File: src/rtl/core/assert_macros.svh
// Assertion macros included by positional_list_engine_unit.
`ifndef ASSERT_MACROS_SVH
`define ASSERT_MACROS_SVH

// A property that must hold at every clock edge outside reset.
`define ASSERT_ALWAYS(label, clk, rst, prop, msg) \
  label: assert property (@(posedge clk) disable iff (rst) (prop)) else $error(msg);

// When the antecedent holds, the consequent must hold in the same cycle.
`define ASSERT_SAME(label, clk, rst, ante, cons, msg) \
  label: assert property (@(posedge clk) disable iff (rst) (ante) |-> (cons)) else $error(msg);

// When the antecedent holds, the consequent must hold in the next cycle.
`define ASSERT_NEXT(label, clk, rst, ante, cons, msg) \
  label: assert property (@(posedge clk) disable iff (rst) (ante) |=> (cons)) else $error(msg);

`endif

File: src/rtl/core/ple_pkg.sv
// Shared widths and operation and status codes of the positional list engine.
package ple_pkg;

  localparam int FUNC_W   = 3;
  localparam int VALUE_W  = 32;
  localparam int POS_W    = 5;
  localparam int STATUS_W = 2;
  localparam int COUNT_W  = 5;

  typedef enum logic [FUNC_W-1:0] {
    FN_ADD_FRONT = 3'd0,
    FN_ADD_BACK  = 3'd1,
    FN_ADD_POS   = 3'd2,
    FN_DEL_FRONT = 3'd3,
    FN_DEL_BACK  = 3'd4,
    FN_DEL_POS   = 3'd5,
    FN_READ_ALL  = 3'd6
  } func_t;

  typedef enum logic [STATUS_W-1:0] {
    ST_OK     = 2'd0,
    ST_EMPTY  = 2'd1,
    ST_BADPOS = 2'd2,
    ST_FULL   = 2'd3
  } status_t;

endpackage

File: src/rtl/core/ple_in_if.sv
// Request channel of the positional list engine: one operation per transaction.
interface ple_in_if;
  logic                                valid;
  logic                                ready;
  logic [ple_pkg::FUNC_W-1:0]          func;
  logic signed [ple_pkg::VALUE_W-1:0]  value;
  logic [ple_pkg::POS_W-1:0]           position;

  modport source (output valid, output func, output value, output position, input ready);
  modport sink (input valid, input func, input value, input position, output ready);
endinterface

File: src/rtl/core/ple_out_if.sv
// Response channel of the positional list engine: one result per transaction.
interface ple_out_if;
  logic                                valid;
  logic                                ready;
  logic [ple_pkg::STATUS_W-1:0]        status;
  logic [ple_pkg::COUNT_W-1:0]         count;
  logic signed [ple_pkg::VALUE_W-1:0]  element;
  logic                                last;

  modport source (output valid, output status, output count, output element, output last,
                  input ready);
  modport sink (input valid, input status, input count, input element, input last,
                output ready);
endinterface

File: src/rtl/core/positional_list_engine_unit.sv
// An update shifts elements by read (S_INS, S_DEL) and write (S_INS_WR, S_DEL_WR) steps, then
// waits in S_OUT for its result to go; a read-out reads (S_RA_RD) and offers (S_RA_OUT) each
// element; an empty read-out or a refused update goes straight to S_OUT. One operation at a
// time, the next taken the cycle after the final result; one element moves per read/write pair.
// Reset (rst, synchronous, active high) empties the list and idles the sequencer;
// the entry memory is not cleared, since only entries below the count are ever read.
`include "assert_macros.svh"

module positional_list_engine_unit #(
  parameter int CAPACITY = 16
) (
  input  logic clk,
  input  logic rst,
  ple_in_if.sink    req,
  ple_out_if.source rsp
);
  import ple_pkg::*;

  localparam int LEN_W = $clog2(CAPACITY + 1);
  localparam int IDX_W = $clog2(CAPACITY);
  localparam int CMP_W = ((LEN_W > POS_W) ? LEN_W : POS_W) + 1;

  typedef enum logic [2:0] {
    S_IDLE,
    S_INS,
    S_INS_WR,
    S_DEL,
    S_DEL_WR,
    S_RA_RD,
    S_RA_OUT,
    S_OUT
  } state_t;

  state_t                state;
  logic [LEN_W-1:0]      length;
  logic [LEN_W-1:0]      cur;
  logic [LEN_W-1:0]      tgt;
  logic [VALUE_W-1:0]    val;
  status_t               status;

  // Entry memory: one write and one registered read per cycle.
  logic [VALUE_W-1:0]    mem [CAPACITY];
  logic [VALUE_W-1:0]    rdata;
  logic                  mem_we;
  logic                  mem_re;
  logic [IDX_W-1:0]      mem_waddr;
  logic [IDX_W-1:0]      mem_raddr;
  logic [VALUE_W-1:0]    mem_wdata;

  // Decode of the incoming operation.
  logic [CMP_W-1:0]      pos_c;
  logic [CMP_W-1:0]      len_c;
  logic                  full;
  status_t               dec_status;
  state_t                dec_next;
  logic [LEN_W-1:0]      dec_cur;
  logic [LEN_W-1:0]      dec_tgt;

  logic [LEN_W:0]        cur_inc;
  logic [LEN_W:0]        len_ext;
  logic                  ra_last;

  assign pos_c   = CMP_W'(req.position);
  assign len_c   = CMP_W'(length);
  assign full    = (length == LEN_W'(CAPACITY));
  assign cur_inc = {1'b0, cur} + 1'b1;
  assign len_ext = {1'b0, length};
  assign ra_last = (cur_inc == len_ext);

  always_comb begin
    dec_status = ST_OK;
    dec_next   = S_OUT;
    dec_cur    = '0;
    dec_tgt    = '0;
    case (func_t'(req.func))
      FN_ADD_FRONT: begin
        if (full) begin
          dec_status = ST_FULL;
        end else begin
          dec_next = S_INS;
          dec_cur  = length;
          dec_tgt  = '0;
        end
      end
      FN_ADD_BACK: begin
        if (full) begin
          dec_status = ST_FULL;
        end else begin
          dec_next = S_INS;
          dec_cur  = length;
          dec_tgt  = length;
        end
      end
      FN_ADD_POS: begin
        if (length == '0 && pos_c != CMP_W'(1)) begin
          dec_status = ST_EMPTY;
        end else if (pos_c == '0 || pos_c > len_c + CMP_W'(1)) begin
          dec_status = ST_BADPOS;
        end else if (full) begin
          dec_status = ST_FULL;
        end else begin
          dec_next = S_INS;
          dec_cur  = length;
          dec_tgt  = LEN_W'(pos_c - CMP_W'(1));
        end
      end
      FN_DEL_FRONT: begin
        if (length == '0) begin
          dec_status = ST_EMPTY;
        end else begin
          dec_next = S_DEL;
          dec_cur  = '0;
        end
      end
      FN_DEL_BACK: begin
        if (length == '0) begin
          dec_status = ST_EMPTY;
        end else begin
          dec_next = S_DEL;
          dec_cur  = length - 1'b1;
        end
      end
      FN_DEL_POS: begin
        if (length == '0) begin
          dec_status = ST_EMPTY;
        end else if (pos_c == '0 || pos_c > len_c) begin
          dec_status = ST_BADPOS;
        end else begin
          dec_next = S_DEL;
          dec_cur  = LEN_W'(pos_c - CMP_W'(1));
        end
      end
      FN_READ_ALL: begin
        if (length == '0) begin
          dec_status = ST_EMPTY;
        end else begin
          dec_next = S_RA_RD;
          dec_cur  = '0;
        end
      end
      default: begin
        dec_status = ST_OK;
      end
    endcase
  end

  // Memory port control: each shift step reads one neighbor, then writes it one place over.
  always_comb begin
    mem_we    = 1'b0;
    mem_re    = 1'b0;
    mem_waddr = cur[IDX_W-1:0];
    mem_raddr = cur[IDX_W-1:0];
    mem_wdata = rdata;
    case (state)
      S_INS: begin
        if (cur > tgt) begin
          mem_re    = 1'b1;
          mem_raddr = IDX_W'(cur - 1'b1);
        end else begin
          mem_we    = 1'b1;
          mem_waddr = tgt[IDX_W-1:0];
          mem_wdata = val;
        end
      end
      S_INS_WR: begin
        mem_we = 1'b1;
      end
      S_DEL: begin
        if (cur_inc < len_ext) begin
          mem_re    = 1'b1;
          mem_raddr = cur_inc[IDX_W-1:0];
        end
      end
      S_DEL_WR: begin
        mem_we = 1'b1;
      end
      S_RA_RD: begin
        mem_re = 1'b1;
      end
      default: begin
        mem_we = 1'b0;
      end
    endcase
  end

  always_ff @(posedge clk) begin
    if (mem_we) begin
      mem[mem_waddr] <= mem_wdata;
    end
    if (mem_re) begin
      rdata <= mem[mem_raddr];
    end
  end

  always_ff @(posedge clk) begin
    if (rst) begin
      state  <= S_IDLE;
      length <= '0;
    end else begin
      case (state)
        S_IDLE: begin
          if (req.valid) begin
            val    <= req.value;
            status <= dec_status;
            cur    <= dec_cur;
            tgt    <= dec_tgt;
            state  <= dec_next;
          end
        end
        S_INS: begin
          if (cur > tgt) begin
            state <= S_INS_WR;
          end else begin
            length <= length + 1'b1;
            status <= ST_OK;
            state  <= S_OUT;
          end
        end
        S_INS_WR: begin
          cur   <= cur - 1'b1;
          state <= S_INS;
        end
        S_DEL: begin
          if (cur_inc < len_ext) begin
            state <= S_DEL_WR;
          end else begin
            length <= length - 1'b1;
            status <= ST_OK;
            state  <= S_OUT;
          end
        end
        S_DEL_WR: begin
          cur   <= cur_inc[LEN_W-1:0];
          state <= S_DEL;
        end
        S_RA_RD: begin
          state <= S_RA_OUT;
        end
        S_RA_OUT: begin
          if (rsp.ready) begin
            if (ra_last) begin
              state <= S_IDLE;
            end else begin
              cur   <= cur_inc[LEN_W-1:0];
              state <= S_RA_RD;
            end
          end
        end
        S_OUT: begin
          if (rsp.ready) begin
            state <= S_IDLE;
          end
        end
        default: begin
          state <= S_IDLE;
        end
      endcase
    end
  end

  assign req.ready   = (state == S_IDLE) && !rst;
  assign rsp.valid   = (state == S_OUT) || (state == S_RA_OUT);
  assign rsp.status  = (state == S_RA_OUT) ? ST_OK : status;
  assign rsp.count   = COUNT_W'(length);
  assign rsp.element = (state == S_RA_OUT) ? rdata : '0;
  assign rsp.last    = (state == S_OUT) ? 1'b1 : ra_last;

  `ASSERT_ALWAYS(a_len_bound, clk, rst, length <= LEN_W'(CAPACITY), "count above capacity")
  `ASSERT_SAME(a_no_overlap, clk, rst, req.ready, !rsp.valid, "request taken while result pending")
  `ASSERT_NEXT(a_last_idle, clk, rst, rsp.valid && rsp.ready && rsp.last, state == S_IDLE, "sequencer busy after final result")
  `ASSERT_SAME(a_len_step, clk, rst, !$stable(length), length == LEN_W'($past(length) + 1'b1) || $past(length) == LEN_W'(length + 1'b1), "count moved by more than one")
  `ASSERT_SAME(a_elem_zero, clk, rst, rsp.valid && rsp.status != ST_OK, rsp.element == '0, "element not zero on a failed operation")

endmodule

File: src/flat_wrapper.sv
// flat-port wrapper written by rule: the top's interface ports become plain ports
module positional_list_engine_unit_flat import ple_pkg::*;
#(
  parameter int CAPACITY = 16
)
  (clk, rst, req_valid, req_func, req_value, req_position, req_ready, rsp_valid, rsp_status, rsp_count, rsp_element, rsp_last, rsp_ready);
  ple_in_if req_i ();
  ple_out_if rsp_i ();
  input  logic clk;
  input  logic rst;
  input wire logic [$bits(req_i.valid)-1:0] req_valid;
  input wire logic [$bits(req_i.func)-1:0] req_func;
  input wire logic [$bits(req_i.value)-1:0] req_value;
  input wire logic [$bits(req_i.position)-1:0] req_position;
  output wire logic [$bits(req_i.ready)-1:0] req_ready;
  output wire logic [$bits(rsp_i.valid)-1:0] rsp_valid;
  output wire logic [$bits(rsp_i.status)-1:0] rsp_status;
  output wire logic [$bits(rsp_i.count)-1:0] rsp_count;
  output wire logic [$bits(rsp_i.element)-1:0] rsp_element;
  output wire logic [$bits(rsp_i.last)-1:0] rsp_last;
  input wire logic [$bits(rsp_i.ready)-1:0] rsp_ready;
  assign req_i.valid = req_valid;
  assign req_i.func = req_func;
  assign req_i.value = req_value;
  assign req_i.position = req_position;
  assign req_ready = req_i.ready;
  assign rsp_valid = rsp_i.valid;
  assign rsp_status = rsp_i.status;
  assign rsp_count = rsp_i.count;
  assign rsp_element = rsp_i.element;
  assign rsp_last = rsp_i.last;
  assign rsp_i.ready = rsp_ready;
  positional_list_engine_unit #(.CAPACITY(CAPACITY)) u_core (.clk(clk), .rst(rst), .req(req_i), .rsp(rsp_i));
endmodule
File: config.mk
export PLATFORM = sky130hd
export DESIGN_NAME = positional_list_engine_unit_flat
export DESIGN_NICKNAME = d
export VERILOG_FILES = /design/src/rtl/core/ple_pkg.sv /design/src/rtl/core/ple_in_if.sv /design/src/rtl/core/ple_out_if.sv /design/src/rtl/core/positional_list_engine_unit.sv /design/src/flat_wrapper.sv
export VERILOG_INCLUDE_DIRS = /design/src /design/src/rtl/core
export SDC_FILE = /design/constraint.sdc
export NUM_CORES = 1
export LEC_CHECK = 0
export ABC_AREA = 1
export ABC_CLOCK_PERIOD_IN_PS = 3800
export BUFFER_PORTS_ARGS = -buffer_cell sky130_fd_sc_hd__buf_2
export CORE_MARGIN = 8
export CORE_UTILIZATION = 50
export DETAILED_ROUTE_END_ITERATION = 6
export HOLD_SLACK_MARGIN = 0.08
export MAX_ROUTING_LAYER = met4
export PLACE_DENSITY = 0.8
export SYNTH_ARGS = -nofsm -noshare
export SYNTH_HDL_FRONTEND = slang
export SYNTH_SLANG_ARGS = --single-unit
File: constraint.sdc
create_clock -name clk -period 3.8 [get_ports clk]
set_clock_uncertainty 0.2 [all_clocks]
set_input_delay 0.76 -clock clk [delete_from_list [all_inputs] [get_ports clk]]
set_output_delay 0.76 -clock clk [all_outputs]
set_load 0.01 [all_outputs]
# [Word level (Yosys, flattened, before mapping)]
# Memories as Yosys holds them, arrays and structs flattened. A register that Yosys moved wholly into a read port is not among the register bits.
# Index checks and enable logic that the tools add are counted.
# Widths: inputs -> output; s select.
[op_classes] muxes=61 eq_ne=22 multipliers=0 n_div=0 n_shift=0 n_lt_le_gt_ge=4 reduce_logical=22 bitwise_logic=1 addsub=6
[ops] cell="$mux 32" count=3
[ops] cell="$mux 5" count=14
[ops] cell="$pmux 5 s4" count=2
[ops] cell="$mux 3" count=11
[ops] cell="$pmux 3 s8" count=1
[ops] cell="$mux 2" count=11
[ops] cell="$eq 3x3->1 const B" count=7
[ops] cell="$pmux 5 s2" count=2
[ops] cell="$mux 4" count=4
[ops] cell="$pmux 3 s5" count=1
[ops] cell="$sub 5x1->5 const B" count=3
[ops] cell="$add 5x1->6 const B" count=2
[ops] cell="$eq 3x2->1 const B" count=4
[ops] cell="$ne 2x2->1 const B" count=6
[ops] cell="$gt 5x5->1" count=2
[ops] cell="$reduce_and 5->1" count=2
[ops] cell="$reduce_and 3->1" count=3
[ops] cell="$pmux 2 s4" count=1
[ops] cell="$pmux 4 s2" count=1
[ops] cell="$mux 1" count=7
[ops] cell="$eq 3x1->1 const B" count=2
[ops] cell="$eq 6x5->1" count=1
[ops] cell="$gt 5x6->1" count=1
[ops] cell="$logic_not 3->1" count=2
[ops] cell="other kinds (18)" count=23
[totals] mem_bits_rw=512 output_inout_bits=42 latch_bits=0 elab_cells=123 ff_bits=52 memories=1 rom_bits=0
[mem_list] memory="u_core.mem" words=16 word_bits=32 rd=1 rd_clocked_by_memory_dff=1 write_ports=1 line_no="positional_list_engine_unit.sv:42" source="logic [VALUE_W-1:0] mem [CAPACITY];"

# [Logic depth before layout (Yosys ltp)]
# Gate-level depths: netlist of the first run.
[logic_depth] depth_word=8 depth_mapped=23 depth_no_buf=21

# [Worst setup path after synthesis of the first run]
# OpenSTA, ideal clock, no wires.
[synth_path] path_kind="flip-flop to flip-flop" start="register u_core.cur[2]" end="memory u_core.mem[11][0] (enable)" arrival_ns=3.206 slack_ns=-0.027 path_stages_with_launch=13 setup_time_ns=0.421 cell_sequence="edfxtp_1 ha_1 nand2_1 nor2_1 nand2_1 nand3_1 nand2_1 nand2_1 clkbuf_1 o21ai_0 inv_1 nand3_1 nor2_1"
[synth_via] elab_chain_cells=5 elab_cells_between_ends=7 classes_between="order compare: 1; mux: 6"
[synth_rtl] item="start: declaration" line_no="positional_list_engine_unit.sv:36" source="logic [LEN_W-1:0] cur;"
[synth_rtl] item="start signal: assignment" line_no="positional_list_engine_unit.sv:205" source="cur <= dec_cur;"
[synth_rtl] item="start signal: assignment" line_no="positional_list_engine_unit.sv:220" source="cur <= cur - 1'b1;"
[synth_rtl] item="start signal: assignment" line_no="positional_list_engine_unit.sv:233" source="cur <= cur_inc[LEN_W-1:0];"
[synth_rtl] item="$gt 5x5->1" line_no="positional_list_engine_unit.sv:156" source="if (cur > tgt) begin"
[synth_rtl] item="$mux 1" line_no="positional_list_engine_unit.sv:156"
[synth_rtl] item="$pmux 1 s2" line_no="positional_list_engine_unit.sv:154" source="case (state)"
[synth_rtl] item="$mux 1" line_no="positional_list_engine_unit.sv:187" source="if (mem_we) begin"
[synth_rtl] item="$mux 1 (implied by the code)" line_no="positional_list_engine_unit.sv:188" source="mem[mem_waddr] <= mem_wdata;"
[synth_rtl] item="end: declaration" line_no="positional_list_engine_unit.sv:42"
# Several ways; a longest one is shown, not always the timed one.

# [Worst setup path in the final report of the first run]
[layout_path] start="register u_core.cur[0]" end="register u_core.rdata[20], read port of u_core.mem, data pin"
[layout_via] elab_chain_cells=4 elab_cells_between_ends=10 classes_between="add/sub: 2; order compare: 2; mux: 6"
[layout_rtl] item="$add 5x1->6" line_no="positional_list_engine_unit.sv:66" source="assign cur_inc = {1'b0, cur} + 1'b1;"
[layout_rtl] item="$lt 6x5->1" line_no="positional_list_engine_unit.sv:169" source="if (cur_inc < len_ext) begin"
[layout_rtl] item="$mux 1 or $mux 4 (tied branches)" line_no="positional_list_engine_unit.sv:169"
[layout_rtl] item="$pmux 1 s3 or $pmux 4 s2 (tied branches)" line_no="positional_list_engine_unit.sv:154"
[layout_rtl] item="end: declaration" line_no="positional_list_engine_unit.sv:43" source="logic [VALUE_W-1:0] rdata;"
# Several ways; a longest one is shown, not always the timed one.
# A chain may end at the register's enable or synchronous reset.

==> results of run 1 <==
-- kinds of logic (layout without fill, tap and decap cells) --
kind of cell | Yosys count | in the layout | share of synthesized area
AO/OA/AOI/OAI | 89 | 89 | 0.0189
AND/OR/NAND/NOR | 1391 | 1391 | 0.225
flip-flops | 596 | 596 | 0.663
multiplexers | 1 | 1 | 0.000372
XOR/XNOR | 11 | 11 | 0.00358
buffers and inverters | 506 | 685 | 0.0771
adder cells (fa/ha/maj) | 26 | 26 | 0.0121
-- report_power, final --
part,switching (mW),leakage [nW],internal [mW],total [mW]
clock,2.49,0.912,3.21,5.69
combinational,8.82,6.68,3.89,12.7
sequential,0.350,5.39,9.64,9.99
total,11.7,13.0,16.7,28.4
-- final cells by class --
type / instances / area share
Timing Repair Buffer: 209 / 0.0607
Inverter: 365 / 0.0444
Clock buffer: 78 / 0.0509
Tap cell: 696 / 0.0281
Clock inverter: 33 / 0.00984
Sequential cell: 596 / 0.574
Multi-Input combinational cell: 1518 / 0.232
-- critical path, cell delays in order (launching register included) --
cell      delay [ns]
edfxtp_1        0.44
ha_1            0.24
nand2_1         0.10
o21ai_0         0.08
o21ai_0         0.07
inv_1           0.07
ha_1            0.30
nand2_1         0.06
nor2_1          0.12
nand2_1         0.07
nand2_1         0.11
nor2_4          0.06
inv_1           0.06
nand2_1         0.09
nand2_2         0.24
nand2_1         0.10
nand2_2         0.15
buf_6           0.34
nand3_1         0.21
nand3_1         0.12
nand2_1         0.07
-- worst max path at each step --
stage / depth (start not counted) / slack, ns / end / start
final: 20 / 0.25 / u_core.rdata[20] / u_core.cur[0]
after global routing: 11 / 0.01 / u_core.mem[2][16] / u_core.cur[2]
after CTS: 20 / 0.08 / u_core.rdata[10] / u_core.cur[0]
after detailed placement: 20 / 0.12 / u_core.rdata[10] / u_core.cur[0]
after global placement: 20 / 0.22 / u_core.rdata[13] / u_core.cur[0]
after floorplan: 12 / -0.03 / u_core.mem[11][0] / u_core.cur[2]
-- placed cells by master (no fill, tap or decap), types with 5 or more instances in the layout --
cell and n:
nor2_1 63, clkbuf_1 17, a21oi_1 14, xor2_1 7, nand2_1 679, clkinv_2 12, clkinvlp_4 5, nand2_2 5
inv_1 358, buf_2 85, clkinv_1 10, buf_4 77, ha_1 26, dfxtp_1 8, nor3_1 11, edfxtp_1 588
o22ai_1 7, nor2_4 18, buf_12 32, dlygate4sd3_1 6, nand3_1 599, clkbuf_16 62, o21ai_0 50
-- layer usage --
layer,vias to the layer above,global-route usage,wire (um)
met4,0,0.0848,2380
met3,212,0.0423,7190
li1,9060,-,-
met2,1209,0.383,34400
met1,9431,0.290,27500
met5,-,-,0
-- sequential cells by signal, indices dropped and copies added, names as in the netlist --
| register | count |
|---|---|
| u_core.rsp.count | 5 |
| u_core.tgt | 5 |
| u_core.cur | 5 |
| u_core.rdata | 32 |
| u_core.val | 32 |
| u_core.state | 3 |
| u_core.mem | 512 |
| u_core.status | 2 |
-- timing repair --
| item | 4_1_cts | 5_1_grt |
|---|---|---|
| gates resized for setup | 0 | 12 |
| hold buffers | 6 | 0 |
| buffers inserted | 0 | 7 |
| endpoints found under the setup margin | 0 | 32 |
| hold endpoints to repair | 6 | 0 |
-- stage by stage --
step / hold slack [ns] / worst slack [ns]
after floorplan: 0.345 / -0.0272
after global placement: 0.378 / 0.225
after detailed placement: 0.400 / 0.117
after CTS: 0.0809 / 0.0836
after global routing: 0.0849 / 0.0114
final: 0.107 / 0.246
==> impl_metrics.tcl, run 1 <==
set metrics [dict create \
    num_io_pins 86 \
    avgSynthCellArea_um2 10.3 \
    drive_above_1_share 0.118 \
    p_per_area_nw_per_um2 915 \
    vdd_drop_max_v 0.000738 \
    final-seq-area_um2 17800 \
    cts.sinks 596 \
    antenna_found_initial 0 \
    end_kind "flop" \
    relSlewSlack 0.495 \
    cts_tree "yes" \
    hold_class "input port to flop" \
    dr.pass1.iters 6 \
    finalHoldViolCount 0 \
    rsz0062_at_grt "no" \
    synth.ff_latch_count 596 \
    status "finished, final reports clean" \
    synth_warnings 0 \
    cts_root_buffer "clkbuf_16" \
    path_max_fanout 33 \
    syn-cell-area_um2 26900 \
    maxCapViolCount 0 \
    yosysTopAreaCellShare 0.657 \
    drt_iter0_drc 2527 \
    synthArstFlopShare 0 \
    drt-wirelength-per-cell_um 20.5 \
    crit_path_start_kind "flop" \
    setup_viol 0 \
    finalCritPeriodShare 0.935 \
    slew_violations 0 \
    rows 85 \
    hold_path_end "u_core.val[28]" \
    grt_max_degree 94 \
    multiInputGateArea_um2 7200 \
    syn-num-nets 2690 \
    via_count 19900 \
    finalInstanceArea_um2 31000 \
    seq_area_frac_synth 0.663 \
    dp_cells 3369 \
    core_um2 53500 \
    whs_path_depth 1 \
    nets 2820 \
    wl_um 71500 \
    numCtsBuffers 60 \
    die-area_um2 61400 \
    die_w_um 248 \
    portBuffers 85 \
    worst_hold_startpoint "req_value[28]" \
    tightest_slew_ns 0.752 \
    r2r-end "u_core.rdata[20]" \
    cp.required_ns 3.97 \
    final_cells 3495 \
    post-route-drc-count 0 \
    max_freq_mhz 281 \
    die_h_um 248 \
    grt_pass1_wl_um 109000 \
    placed_area_um2 28900 \
    grt_pass1_vias 19800 \
    yosysMostFrequentCell "nand2_1" \
    htree_num_levels 2 \
    p_leak_nw 13.0 \
    finalSetupTns_ns 0 \
    final.min_clock_period_ns 3.55 \
    ant_nets 0 \
    grtUsageTotal 0.234 \
    r2r_setup_slack_ns 0.25 \
    start_util 0.502 \
    clkLatencyLatePin_ns 0.63 \
    worstReg2RegStart "u_core.cur[0]" \
    vias_per_cell 5.70 \
    gp_congestion 0.901 \
    dp_hpwl_um 41200 \
    synth_cell_types 39 \
    worstRegToRegCells 20 \
    synth_area_leaders "edfxtp_1 66%, nand3_1 11%, nand2_1 9.5%" \
    worstSetupPathType "flop to flop" \
    crit_arrival_ns 3.73 \
    fillers 4172 \
    synth_common_cells "682 x nand2_1, 599 x nand3_1, 588 x edfxtp_1" \
    clkSlewWorstSetupHoldPaths_ns 0.06 \
    synth_top_area_cell "edfxtp_1" \
    finalPower_mw 28.4 \
    n_antenna_cell 0 \
    ys.flop_type "edfxtp_1" \
    overflow 0 \
    synth-edff-count 588 \
    synthCells 2620 \
    fin_util 0.580 \
    area_growth_syn_to_layout_pct 15.4 \
    cts_buffer_depth 3 \
]
No activity file was read; power rests on OpenSTA's default activity.
==> run 2, diff against run 1 <==
--- a/config.mk
+++ b/config.mk
@@ -9,6 +9,7 @@
 export ABC_AREA = 1
 export ABC_CLOCK_PERIOD_IN_PS = 3800
 export BUFFER_PORTS_ARGS = -buffer_cell sky130_fd_sc_hd__buf_2
+export CORE_ASPECT_RATIO = 1.25
 export CORE_MARGIN = 8
 export CORE_UTILIZATION = 50
 export DETAILED_ROUTE_END_ITERATION = 6
==> run 2 against run 1 <==
The run now ends with DRC left. Largest cell class unchanged. Via count is 0.59% lower. Sequential power hardly changed. Sequential share of layout area is 0.45 points higher. Register-to-register slack hardly changed. Global-route usage is 0.18 points lower. Total power is 1.5% lower.
==> impl_metrics.tcl, run 2 (synthesized netlist as in run 1, its figures left out) <==
set metrics [dict create \
    cts.sinks 596 \
    final_cells 3464 \
    die_h_um 275 \
    clkLatencyLatePin_ns 0.61 \
    r2r_setup_slack_ns 0.25 \
    grt_pass1_wl_um 109000 \
    final_common_cell "nand2_1" \
    path_max_fanout 5 \
    die-area_um2 61500 \
    antenna_found_initial 0 \
    reg_top3 "u_core.mem (512), u_core.rdata (32), u_core.val (32)" \
    whs_path_depth 1 \
    r2r-end "u_core.rdata[27]" \
    wl_met2_um 35600 \
    finalInstanceArea_um2 30800 \
    gp_congestion 0.876 \
    finalHoldViolCount 0 \
    dp_cells 3364 \
    final-seq-area_um2 17800 \
    dr.pass1.iters 7 \
    drt_iter0_drc 2138 \
    max_freq_mhz 281 \
    cts_buffer_depth 3 \
    worstSetupPathType "flop to output pin" \
    htree_num_levels 2 \
    violations "DRC" \
    finalSetupTns_ns 0 \
    cp.required_ns 2.84 \
    post-route-drc-count 1 \
    drive_above_1_share 0.119 \
    grt_pass1_vias 19900 \
    numCtsBuffers 55 \
    dp_hpwl_um 42200 \
    hold_path_end "u_core.val[1]" \
    end_kind "output pin" \
    num_io_pins 86 \
    vdd_drop_max_v 0.000608 \
    nets 2812 \
    worstSetupStartpoint "u_core.cur[0]" \
    fillers 4173 \
    vias_per_cell 5.71 \
    cts_tree "yes" \
    die_w_um 223 \
    final.min_clock_period_ns 3.56 \
    multiInputGateArea_um2 7170 \
    ant_nets 0 \
    layout_common_cells "679 x nand2_1, 599 x nand3_1, 588 x edfxtp_1, 359 x inv_1, 85 x buf_2" \
    placed_area_um2 29000 \
    dr_wl_met3_um 6380 \
    core_um2 53500 \
    portBuffers 85 \
    relSlewSlack 0.528 \
    cts_setup_buffers 0 \
    cts_root_buffer "clkbuf_16" \
    via_count 19800 \
    largest_reg_flops 512 \
    crit_path_start_kind "flop" \
    setup_viol 0 \
    grt_max_degree 70 \
    worst_hold_startpoint "req_value[1]" \
    grtUsageTotal 0.232 \
    n_antenna_cell 0 \
    clkSlewWorstSetupHoldPaths_ns 0.06 \
    hold_class "input port to flop" \
    start_util 0.503 \
    slew_violations 0 \
    rsz0062_at_grt "no" \
    drt-wirelength-per-cell_um 20.3 \
    top_layer_used "met4" \
    drt-met1-wl_um 25600 \
    crit_arrival_ns 2.60 \
    status "finished, violations left" \
    maxCapViolCount 0 \
    area_growth_syn_to_layout_pct 14.5 \
    wl_um 70400 \
    tightest_slew_ns 0.708 \
    worstRegToRegCells 21 \
    finalPower_mw 28.0 \
    p_per_area_nw_per_um2 909 \
    finalCritPeriodShare 0.938 \
    worstReg2RegStart "u_core.cur[0]" \
    rows 95 \
    top_register "u_core.mem" \
    p_leak_nw 12.9 \
    overflow 0 \
]
[run 2: changes by cell type in the layout (fill, tap and decap cells not counted), sizes merged]
| cell | change |
|---|---|
| clkinvlp | -1 |
| clkbuf | -20 |
| dlygate4sd3 | -6 |
| clkinv | +8 |
| buf | +5 |
[run 2: area by class of cell]
class,instances,area share
flip-flops and latches,596,0.579
multi-input cells,1518,0.233
repair buffers,206,0.0587
clock buffers,60,0.0460
inverters,365,0.0447
well taps,679,0.0276
clock inverters,40,0.0115
[run 2: worst max-delay path by stage]
stage                              endpoint  slack [ns]  cells past startpoint
after floorplan           u_core.mem[11][0]       -0.03                     12
after detailed placement   u_core.rdata[11]        0.20                     22
after CTS                  u_core.rdata[11]        0.21                     22
after global placement     u_core.rdata[11]        0.24                     22
after global routing               rsp_last        0.03                     11
final                              rsp_last        0.24                     11
[run 2: power breakdown]
| part | switching (mW) | total [mW] | internal [mW] | leakage (nW) |
|---|---|---|---|---|
| Combinational | 8.67 | 12.6 | 3.90 | 6.67 |
| Sequential | 0.389 | 10.0 | 9.64 | 5.39 |
| Clock | 2.40 | 5.38 | 2.98 | 0.866 |
[run 2: stage by stage]
step,worst slack (ns),hold WS [ns],utilization
6_report,0.237,0.130,0.576
5_1_grt,0.0271,0.105,0.576
4_1_cts,0.214,0.103,0.575
3_5_place_dp,0.202,0.399,0.542
3_3_place_gp,0.241,0.383,0.542
2_1_floorplan,-0.0272,0.345,-
[run 2: routing by layer]
metal | vias to the layer above | track usage
met5 | - | -
met4 | 0 | 0.102
met3 | 215 | 0.0305
met2 | 1146 | 0.399
met1 | 9386 | 0.272
li1 | 9047 | -
[run 2: critical path, stage by stage, from the launching register on]
cell	delay [ns]
edfxtp_1	0.45
ha_1	0.25
nand2_1	0.10
o21ai_0	0.08
o21ai_0	0.07
inv_1	0.07
ha_1	0.29
nand2_1	0.05
nor2_1	0.15
o2111ai_1	0.26
nand2_1	0.11
buf_2	0.15
[run 2: timing repair]
item | in CTS | in global routing
hold buffers | 0 | 0
resized for setup | 0 | 6
endpoints found under the setup margin | 0 | 6
